==> config.mk <==
export PLATFORM = sky130hd
export DESIGN_NAME = tof_diff_trimmed_mean
export DESIGN_NICKNAME = d
export VERILOG_FILES = /design/src/rtl/tdtm_pkg.sv /design/src/rtl/tof_diff_trimmed_mean.sv /design/src/rtl/tdtm_alu.sv /design/src/rtl/tdtm_line.sv
export SDC_FILE = /design/constraint.sdc
export NUM_CORES = 1
export LEC_CHECK = 0
export ABC_AREA = 1
export BUFFER_PORTS_ARGS = -buffer_cell sky130_fd_sc_hd__buf_2
export CAP_MARGIN = 20
export CORE_UTILIZATION = 55
export DETAILED_ROUTE_END_ITERATION = 7
export PLACE_DENSITY = 0.76
export SLEW_MARGIN = 20
export SYNTH_ARGS = -nofsm -noshare
export SYNTH_HDL_FRONTEND = slang
export SYNTH_HIERARCHICAL = 1
export SYNTH_SLANG_ARGS = --single-unit
==> constraint.sdc <==
create_clock -name clk -period 22.6 [get_ports clk]
set_clock_uncertainty 0.2 [all_clocks]
set_input_delay 3.39 -clock clk [delete_from_list [all_inputs] [get_ports clk]]
set_output_delay 3.39 -clock clk [all_outputs]
set_load 0.01 [all_outputs]
==> src/rtl/tdtm_pkg.sv <==
// ----------------------------------------------------------------------------
// tdtm_pkg
// Shared types and constants for the trimmed-mean filter over time-of-flight
// differences.
// ----------------------------------------------------------------------------
package tdtm_pkg;

  localparam int DATA_W     = 32;
  localparam int SAMPLES    = 8;
  localparam int TRIM       = 2;
  localparam int MEAN_SHIFT = 2;
  localparam int CNT_W      = $clog2(SAMPLES);

  typedef logic [DATA_W-1:0] word_t;
  typedef logic [CNT_W-1:0]  cnt_t;

  localparam cnt_t LAST_IDX  = cnt_t'(SAMPLES - 1);
  localparam cnt_t LAST_PASS = cnt_t'(SAMPLES - 2);
  localparam cnt_t SUM_FIRST = cnt_t'(TRIM);
  localparam cnt_t SUM_LAST  = cnt_t'(SAMPLES - TRIM - 1);

  typedef enum logic {
    ALU_ADD,
    ALU_SUB
  } alu_op_t;

  typedef enum logic [1:0] {
    LINE_HOLD,
    LINE_SHIFT_IN,
    LINE_BUBBLE,
    LINE_ROTATE
  } line_op_t;

  typedef struct packed {
    line_op_t op;
    logic     keep_head;
  } line_ctrl_t;

  typedef enum logic [1:0] {
    ST_IDLE,
    ST_NEG,
    ST_SORT,
    ST_SUM
  } state_t;

endpackage

==> src/rtl/tof_diff_trimmed_mean.sv <==
// ----------------------------------------------------------------------------
// tof_diff_trimmed_mean
// Trimmed mean of eight absolute time-of-flight differences.
//
// A request (up_time, down_time) is taken at a rising edge where start is
// high and busy is low. When up_time >= down_time the absolute difference
// goes into the line at once; otherwise the pair is registered and ST_NEG
// subtracts the other way round. Both use the one shared add/subtract
// unit; busy is high in ST_NEG. The eighth request of a group starts a
// bubble sort on the register line: 7 passes, each of seven compares at
// the head and one rotate, then a summing phase that adds the middle four
// values through the same unit. The result appears on mean_diff with done
// high for exactly one cycle as busy falls. The receiver cannot stall; a
// new request may be taken in the cycle that done is high.
// Reset clears the sequencer, the pair count and done; the difference line
// needs no clearing since it is fully written before it is read.
// ----------------------------------------------------------------------------
module tof_diff_trimmed_mean (
  input  logic                  clk,
  input  logic                  rst,
  input  logic                  start,
  output logic                  busy,
  input  logic [31:0]           up_time,
  input  logic [31:0]           down_time,
  output logic                  done,
  output logic [31:0]           mean_diff
);

  tdtm_pkg::state_t     state, state_next;
  tdtm_pkg::cnt_t       pair_count, pair_count_next;
  tdtm_pkg::cnt_t       pass, pass_next;
  tdtm_pkg::cnt_t       step, step_next;
  tdtm_pkg::word_t      acc, acc_next;
  tdtm_pkg::word_t      up_r, down_r;
  logic                 load_pair;
  logic                 done_next;
  tdtm_pkg::word_t      mean_next;

  tdtm_pkg::alu_op_t    alu_op;
  tdtm_pkg::word_t      alu_a, alu_b, alu_res;
  logic                 alu_borrow;

  tdtm_pkg::line_ctrl_t line_ctrl;
  tdtm_pkg::word_t      line_head, line_second;

  tdtm_alu u_alu (
    .op     (alu_op),
    .a      (alu_a),
    .b      (alu_b),
    .res    (alu_res),
    .borrow (alu_borrow)
  );

  tdtm_line u_line (
    .clk    (clk),
    .ctrl   (line_ctrl),
    .din    (alu_res),
    .head   (line_head),
    .second (line_second)
  );

  assign busy = (state != tdtm_pkg::ST_IDLE);

  always_ff @(posedge clk) begin
    if (rst) begin
      state      <= tdtm_pkg::ST_IDLE;
      pair_count <= '0;
      pass       <= '0;
      step       <= '0;
      done       <= 1'b0;
    end else begin
      state      <= state_next;
      pair_count <= pair_count_next;
      pass       <= pass_next;
      step       <= step_next;
      done       <= done_next;
    end
  end

  always_ff @(posedge clk) begin
    acc <= acc_next;
    if (load_pair) begin
      up_r   <= up_time;
      down_r <= down_time;
    end
    if (done_next) begin
      mean_diff <= mean_next;
    end
  end

  always_comb begin
    state_next      = state;
    pair_count_next = pair_count;
    pass_next       = pass;
    step_next       = step;
    acc_next        = acc;
    load_pair       = 1'b0;
    done_next       = 1'b0;
    mean_next       = alu_res >> tdtm_pkg::MEAN_SHIFT;
    alu_op          = tdtm_pkg::ALU_SUB;
    alu_a           = up_time;
    alu_b           = down_time;
    line_ctrl       = '{op: tdtm_pkg::LINE_HOLD, keep_head: 1'b0};

    case (state)
      tdtm_pkg::ST_IDLE: begin
        if (start) begin
          if (alu_borrow) begin
            load_pair  = 1'b1;
            state_next = tdtm_pkg::ST_NEG;
          end else begin
            line_ctrl.op = tdtm_pkg::LINE_SHIFT_IN;
            if (pair_count == tdtm_pkg::LAST_IDX) begin
              pair_count_next = '0;
              pass_next       = '0;
              step_next       = '0;
              state_next      = tdtm_pkg::ST_SORT;
            end else begin
              pair_count_next = pair_count + 1'b1;
            end
          end
        end
      end

      tdtm_pkg::ST_NEG: begin
        alu_a        = down_r;
        alu_b        = up_r;
        line_ctrl.op = tdtm_pkg::LINE_SHIFT_IN;
        if (pair_count == tdtm_pkg::LAST_IDX) begin
          pair_count_next = '0;
          pass_next       = '0;
          step_next       = '0;
          state_next      = tdtm_pkg::ST_SORT;
        end else begin
          pair_count_next = pair_count + 1'b1;
          state_next      = tdtm_pkg::ST_IDLE;
        end
      end

      // A borrow on second - head means the head is the larger one.
      tdtm_pkg::ST_SORT: begin
        alu_a               = line_second;
        alu_b               = line_head;
        line_ctrl.keep_head = alu_borrow;
        step_next           = step + 1'b1;
        if (step == tdtm_pkg::LAST_IDX) begin
          line_ctrl.op = tdtm_pkg::LINE_ROTATE;
          step_next    = '0;
          if (pass == tdtm_pkg::LAST_PASS) begin
            acc_next   = '0;
            state_next = tdtm_pkg::ST_SUM;
          end else begin
            pass_next = pass + 1'b1;
          end
        end else begin
          line_ctrl.op = tdtm_pkg::LINE_BUBBLE;
        end
      end

      // The line is now ascending; rotate it and add the heads at the
      // middle ranks.
      tdtm_pkg::ST_SUM: begin
        alu_op       = tdtm_pkg::ALU_ADD;
        alu_a        = acc;
        alu_b        = line_head;
        line_ctrl.op = tdtm_pkg::LINE_ROTATE;
        step_next    = step + 1'b1;
        if (step >= tdtm_pkg::SUM_FIRST) begin
          acc_next = alu_res;
        end
        if (step == tdtm_pkg::SUM_LAST) begin
          done_next  = 1'b1;
          step_next  = '0;
          state_next = tdtm_pkg::ST_IDLE;
        end
      end

      default: begin
        state_next = tdtm_pkg::ST_IDLE;
      end
    endcase
  end

  // A result only ever comes out of the last summing step.
  a_done_from_sum: assert property (@(posedge clk) disable iff (rst)
    done |-> $past(state) == tdtm_pkg::ST_SUM)
    else $error("done raised outside the summing phase");

  a_done_single: assert property (@(posedge clk) disable iff (rst)
    done |=> !done)
    else $error("done held for more than one cycle");

  a_last_pair_sorts: assert property (@(posedge clk) disable iff (rst)
    (state == tdtm_pkg::ST_IDLE && start && !alu_borrow &&
     pair_count == tdtm_pkg::LAST_IDX) |=> state == tdtm_pkg::ST_SORT)
    else $error("eighth pair did not start the sort");

  a_pass_bound: assert property (@(posedge clk) disable iff (rst)
    state == tdtm_pkg::ST_SORT |-> pass <= tdtm_pkg::LAST_PASS)
    else $error("sort pass count overran");

  a_count_idle_sum: assert property (@(posedge clk) disable iff (rst)
    (state == tdtm_pkg::ST_SORT || state == tdtm_pkg::ST_SUM) |-> pair_count == '0)
    else $error("pair count not cleared during the group computation");

endmodule

==> src/rtl/tdtm_alu.sv <==
// ----------------------------------------------------------------------------
// tdtm_alu
// Shared 32-bit add/subtract unit. The borrow output doubles as the
// less-than flag for the sort compares.
// ----------------------------------------------------------------------------
module tdtm_alu (
  input  tdtm_pkg::alu_op_t op,
  input  tdtm_pkg::word_t   a,
  input  tdtm_pkg::word_t   b,
  output tdtm_pkg::word_t   res,
  output logic              borrow
);

  logic [tdtm_pkg::DATA_W:0] wide;

  always_comb begin
    case (op)
      tdtm_pkg::ALU_ADD: wide = {1'b0, a} + {1'b0, b};
      tdtm_pkg::ALU_SUB: wide = {1'b0, a} - {1'b0, b};
      default:           wide = '0;
    endcase
  end

  assign res    = wide[tdtm_pkg::DATA_W-1:0];
  assign borrow = (op == tdtm_pkg::ALU_SUB) && wide[tdtm_pkg::DATA_W];

endmodule

==> src/rtl/tdtm_line.sv <==
// ----------------------------------------------------------------------------
// tdtm_line
// Eight-entry register line holding the differences of one group. New
// differences shift in at the tail; the sort works by rotating the line
// past a fixed compare point at the head.
// ----------------------------------------------------------------------------
module tdtm_line (
  input  logic                 clk,
  input  tdtm_pkg::line_ctrl_t ctrl,
  input  tdtm_pkg::word_t      din,
  output tdtm_pkg::word_t      head,
  output tdtm_pkg::word_t      second
);

  tdtm_pkg::word_t v [tdtm_pkg::SAMPLES];

  assign head   = v[0];
  assign second = v[1];

  always_ff @(posedge clk) begin
    case (ctrl.op)
      tdtm_pkg::LINE_SHIFT_IN: begin
        for (int i = 0; i < tdtm_pkg::SAMPLES - 1; i++) v[i] <= v[i+1];
        v[tdtm_pkg::SAMPLES-1] <= din;
      end
      // The larger of the first two stays at the head as the carry; the
      // smaller drops to the tail.
      tdtm_pkg::LINE_BUBBLE: begin
        v[0] <= ctrl.keep_head ? v[0] : v[1];
        for (int i = 1; i < tdtm_pkg::SAMPLES - 1; i++) v[i] <= v[i+1];
        v[tdtm_pkg::SAMPLES-1] <= ctrl.keep_head ? v[1] : v[0];
      end
      tdtm_pkg::LINE_ROTATE: begin
        for (int i = 0; i < tdtm_pkg::SAMPLES - 1; i++) v[i] <= v[i+1];
        v[tdtm_pkg::SAMPLES-1] <= v[0];
      end
      default: begin
      end
    endcase
  end

endmodule

* Word level (Yosys, flattened, before mapping)
Memories as Yosys holds them, arrays and structs flattened.
Cells that the tools add are included.
** Word-level totals
- Register bits :: 138
- RAM bits :: 256
- Input port bits :: 67
- Output and inout bits :: 34
- Memories :: 1
** Cells by class
- Add/subtract/negate cells :: 5
- Order comparisons :: 1
- Equality and inequality tests :: 18
- Muxes and demuxes :: 66
- Bitwise logic cells :: 16
- Reduce and logical (&&, ||, !) cells :: 12
** Memory list
- u_line.v :: words 8, bits a word 32, rd ports 8, clocked after Yosys merged registers in 0, wr ports 8, line tdtm_line.sv:15 : tdtm_pkg::word_t v [tdtm_pkg::SAMPLES];
** Operators with widths (count)
- $mux W32 :: 21
- $pmux W32 S2 :: 2
- $pmux W32 S3 :: 1
- $pmux W33 S2 :: 1
- $mux W3 :: 13
- $add A32 B32 Y33 :: 1
- $sub A32 B32 Y33 :: 1
- $mux W1 :: 16
- $or A1 B1 Y1 :: 16
- $pmux W2 S4 :: 2
- $mux W2 :: 7
- $ne A2 B2 Y1 const B :: 7
- $eq A3 B3 Y1 const B :: 4
- $pmux W3 S4 :: 1
- $reduce_and A5 Y1 :: 2
- $add A3 B1 Y3 const B :: 3
- $pmux W3 S3 :: 1
- $eq A2 B2 Y1 const B :: 4
- $pmux W3 S2 :: 1
- $reduce_bool A2 Y1 :: 3
- $eq A2 B1 Y1 const B :: 2
- $reduce_and A4 Y1 :: 1
- $ge A3 B2 Y1 const B :: 1
- $ne A3 B3 Y1 const B :: 1
- other kinds (6) :: 6

* Depth between registers and ports, before layout
- Depth after elaboration :: 14
- Depth in mapped cells :: 33

* Hierarchy
The synthesis kept the hierarchy.
** Modules (own cells, without submodules)
- tdtm_line :: times used 1, cells each 666, area an instance 9686.8 µm²
- tof_diff_trimmed_mean :: times used 1, cells each 633, area an instance 6184.7 µm²
- tdtm_alu :: times used 1, cells each 758, area an instance 3616.0 µm²

* Least setup slack after synthesis
No wires, ideal clock.
- Kind :: input to register
- Start :: input down_time[0]
- End :: memory u_line/v[0][100] (netlist name), enable pin
- Arrival :: 9.782 ns
- Data required time :: 20.654 ns
- Setup slack :: 10.872 ns
- Cell stages on the path :: 27
- Path buffers :: 2
- Cells stage by stage :: nand2_1 > nand3_1 > inv_1 > ha_1 > nand3_2 > nor2_4 > nand3b_4 > nand2_2 > xor2_1 > inv_1 > ha_1 > nand2_1 > inv_1 > nand2_1 > nand2_1 > a21oi_1 > nand2_2 > nand3_1 > nand2_1 > nor2_1 > nor2_1 > nand2_1 > o211ai_1 > buf_2 > inv_4 > buf_4 > nand2_1
** RTL lines
- start: declaration :: line tof_diff_trimmed_mean.sv:24 : input logic [31:0] down_time,
- end: declaration :: line tdtm_line.sv:15

==> results <==
- The run finished with clean final reports.
- The clock root buffer is sky130_fd_sc_hd__clkbuf_16.
- After synthesis, flip-flops and latches occupy 60.10% of the total area.
- Among cell families on the critical path, the largest total delay comes from simple AND/OR/NAND/NOR gates.
- Summing the areas of all compound-gate instances in the mapped netlist gives 1.618% of the synthesized area.
- Setup violations remaining at the end of the flow were counted as 0.
- STA classifies the critical path endpoint as a flip-flop.
- Data on the critical path is required at its endpoint by 22.58 ns.
- The post-route clock period utilization is 39.13%.
- The endpoint identified for the worst register-to-register timing path is u_line/v[0][159].
- The number of buffers added by the clock tree synthesis step is 41.
- The core area is 34710 µm².
- The mux contribution to synthesized area is 0%.
- The biggest area contributor in the post-synthesis netlist is sky130_fd_sc_hd__edfxtp_1.
- The worst setup path is of the in -> reg kind.
- Summing the areas of all fa, ha and maj instances in the mapped netlist gives 2.735% of the synthesized area.
- The number of vias in the routed layout is 13790.
- In the synthesized netlist, the number of instances is 2057.
- The sink count of the clock tree is 394.
- At the end of the flow, the number of nets in the layout was 2201.
- In the global route stage, overall resource usage came out at 26.45%.
- The first-iteration detailed-routing DRC count is 1306.
- The post-synthesis to final-layout area growth is 8.694%.
- Wires add up to 46.54 mm.
- The final HPWL from detailed placement is 31.87 mm.
- From left edge to right edge, the die measures 190.2 µm.
- The number of synthesis warnings is 6.
- The clock reaches the later pin of the worst-skew pair after 0.57 ns.
- The layout filler cell count is 2902.
- The number of hold buffers added after CTS was 0.
- Sorting the synthesized cells by area gives the leading types as sky130_fd_sc_hd__edfxtp_1 (59%), sky130_fd_sc_hd__nand2_1 (15%), sky130_fd_sc_hd__inv_1 (5.5%).
- The remaining global-route overflow is 0.
- The overall die area is 36190 µm².
- The library cell used most frequently in the layout, excluding fill and tap cells, is sky130_fd_sc_hd__nand2_1.
- At the end of routability-driven placement, the weighted congestion stood at 0.9471.
- The slowest stage of the critical path belongs to the cell sky130_fd_sc_hd__buf_4.
- Counting buffers and inverters, the worst setup path is 27 cells deep.
- Counting along the longest clock path gives a buffer depth of 3.
- The capture point of the worst path is u_line/v[0][159].
- The type of origin of the critical path is an input port.
- The number of nets with antenna violations after routing is 0.
- Together, buffers and inverters on the worst path number 7.
- The maximum cell stage delay along the critical path is 0.77 ns.
- The number of cells on the worst reg-to-reg path is 29.
- In the routed layout, each cell is associated on average with a via count of 5.351.
- The number of design rule violations left after detail routing is 0.
- For this run, the top clock speed supported by timing is 113.1 MHz.
- Yosys mapped the design onto 40 distinct sky130hd cell types.
- The clock edge transition at the registers on the reported setup and hold paths is 0.06 ns.
- In the layout the commonest cells are sky130_fd_sc_hd__nand2_1 (776), sky130_fd_sc_hd__edfxtp_1 (382), sky130_fd_sc_hd__inv_1 (284).
- The die height is 190.2 µm.
- The number of detailed-routing iterations run before antenna repair is 6.
- At the worst endpoint, the arrival time is 8.83 ns.
- The share of the synthesized area in the top cell type is 58.86%.
- The average footprint of a synthesized cell is 9.474 µm².
- The share of synthesized cell area in and, or, nand and nor gates is 23.64%.
- The count of instances resized after the clock tree is built is 0.
- By area, the combinational part of the netlist is dominated by simple AND/OR/NAND/NOR gates.
- The post-synthesis xor/xnor area fraction is 1.708%.
- The class of the tightest hold or removal check is reg -> reg.
- CTS built an H-tree with a depth of 2.
- Setup repair after global routing left no endpoint under its margin.
- The via count of the first global-routing pass is 13140.
- The first-pass GRT wire length is 72.31 mm.
- The worst path in the final design needs a cycle of 8.843 ns, including I/O delays and setup.
- Buffers placed on the I/O ports in this run total 98.
- The remaining max-slew budget at the tightest pin is 35.76%.
- The synthesized cell area is 19490 µm².
- The average wire length per cell after detail routing is 18.06 µm.
- The final count of hold timing violations is 0.
- The largest net degree at the start of global routing is 92.
- For this configuration, the core starts out at a cell density of 56.14%.
- The sum of negative setup slack is 0 ns.
- For the pin with the worst max-slew slack, the measured transition is 0.9637 ns.
- The CTS tree is yes.
- The number of buffers inserted to repair setup after CTS is 0.
- 101 I/O pins were placed.
- The worst flop-to-flop path startpoint is state[1].
- The final max-slew violation count is 0.
- The library cell appearing most often on the critical path is sky130_fd_sc_hd__nand2_1.
- The share of layout cells above drive strength 1 is 11.45%.
- The biggest fanout along the worst timing path is 68.
- The setup check on the worst reg-to-reg path leaves a slack of 14.84 ns.
- Tracing the worst setup path back leads to its startpoint at down_time[0].
- The max-capacitance violation count is 0.
- After synthesis the netlist holds a flip-flop and latch count of 394.
- The number of antenna violations at the first check in global routing is 0.
- The number of antenna diodes in the final layout is 0.
- The initialized floorplan defines 68 standard-cell rows.
[worst min-delay path by stage]
stage | depth (start not counted) | start | end | slack [ns]
floorplan | 0 | u_line/v[0][132] | u_line/v[0][100] | 0.20
global placement | 0 | u_line/v[0][190] | u_line/v[0][158] | 0.20
detailed placement | 0 | u_line/v[0][203] | u_line/v[0][171] | 0.20
CTS | 0 | u_line/v[0][99] | u_line/v[0][67] | 0.21
global route | 0 | u_line/v[0][135] | u_line/v[0][103] | 0.22
finish | 0 | u_line/v[0][226] | u_line/v[0][194] | 0.21
[through the flow]
step                instance area (µm²)  util, %  setup slack (ns)  hold WS (ns)  std cells
floorplan                         19490        -             10.87        0.2003       2058
global placement                  19830    57.13             13.18        0.2004       2503
detailed placement                19830    57.13             13.08        0.2045       2503
CTS                               21150    60.94             13.70        0.2146       2576
global route                      21180    61.02             13.32        0.2177       2577
finish                            21180    61.02             13.76        0.2136       2577
[cell usage after synthesis]
library cell / instances
sky130_fd_sc_hd__nand2_1: 777
sky130_fd_sc_hd__edfxtp_1: 382
sky130_fd_sc_hd__inv_1: 284
sky130_fd_sc_hd__nor2_1: 126
sky130_fd_sc_hd__nand3_1: 116
sky130_fd_sc_hd__buf_4: 85
sky130_fd_sc_hd__ha_1: 41
sky130_fd_sc_hd__xor2_1: 37
sky130_fd_sc_hd__nand2_2: 35
sky130_fd_sc_hd__nand4_1: 33
sky130_fd_sc_hd__a21oi_1: 28
sky130_fd_sc_hd__buf_2: 14
sky130_fd_sc_hd__o21ai_0: 13
sky130_fd_sc_hd__clkbuf_1: 12
sky130_fd_sc_hd__dfxtp_1: 12
sky130_fd_sc_hd__o21ai_1: 8
sky130_fd_sc_hd__buf_6: 7
sky130_fd_sc_hd__nor2_2: 6
sky130_fd_sc_hd__inv_2: 5
sky130_fd_sc_hd__nand3_2: 5
sky130_fd_sc_hd__nor3_2: 4
sky130_fd_sc_hd__nor2_4: 3
sky130_fd_sc_hd__o211ai_1: 3
sky130_fd_sc_hd__a21oi_2: 2
sky130_fd_sc_hd__and2_1: 2
sky130_fd_sc_hd__buf_12: 2
sky130_fd_sc_hd__inv_4: 2
sky130_fd_sc_hd__a21o_1: 1
sky130_fd_sc_hd__a31oi_1: 1
sky130_fd_sc_hd__buf_1: 1
sky130_fd_sc_hd__conb_1: 1
sky130_fd_sc_hd__fa_1: 1
sky130_fd_sc_hd__inv_8: 1
sky130_fd_sc_hd__nand3b_4: 1
sky130_fd_sc_hd__nor3_1: 1
sky130_fd_sc_hd__nor4_1: 1
sky130_fd_sc_hd__o21ai_2: 1
sky130_fd_sc_hd__o21bai_1: 1
sky130_fd_sc_hd__or2_1: 1
sky130_fd_sc_hd__xnor2_1: 1
[cells by family after synthesis]
logic type | count (synthesis)
other | 1
and+or+nand+nor | 1111
buffers and inverters | 413
AOI/OAI and AO/OA | 58
adders and majority gates | 42
DFF | 394
xor gates and xnor gates | 38
[worst register-to-register path: cells and delay by family (launching register included)]
kind,cells,cell delay (ns)
buffers and inverters,8,2.96
adder cells (fa/ha/maj),2,0.57
AND/OR/NAND/NOR,16,2.87
flip-flops,1,0.33
AO/OA/AOI/OAI,3,0.38
[registers in the layout, summed over array words and instances, names as in the netlist]
name	cells
u_line/v	256
mean_diff	30
step	3
state	2
acc	32
up_r	32
pair_count	3
done	1
pass	3
down_r	32
[metal layers]
metal | share of wire (%) | vias up | global-route usage (%)
met1 | 44 | 6495 | 37.82
met2 | 45 | 622 | 41.54
li1 | - | 6575 | -
met3 | 7.7 | 97 | 3.625
met5 | 0 | - | 0
met4 | 2.9 | 0 | 9.477
[area by class of cell]
cell class / instances / area, µm² / area share [%]
Multi-Input combinational cell: 1251 / 5852 / 27.63
Clock inverter: 25 / 229.0 / 1.081
Inverter: 292 / 1109 / 5.234
Timing Repair Buffer: 112 / 615.6 / 2.906
Clock buffer: 48 / 1095 / 5.169
Sequential cell: 394 / 11710 / 55.30
Tap cell: 455 / 569.3 / 2.688
Power is left out: the tool's default activity adds up to more than one toggle a clock period on the data nets, which glitch-free logic cannot reach.
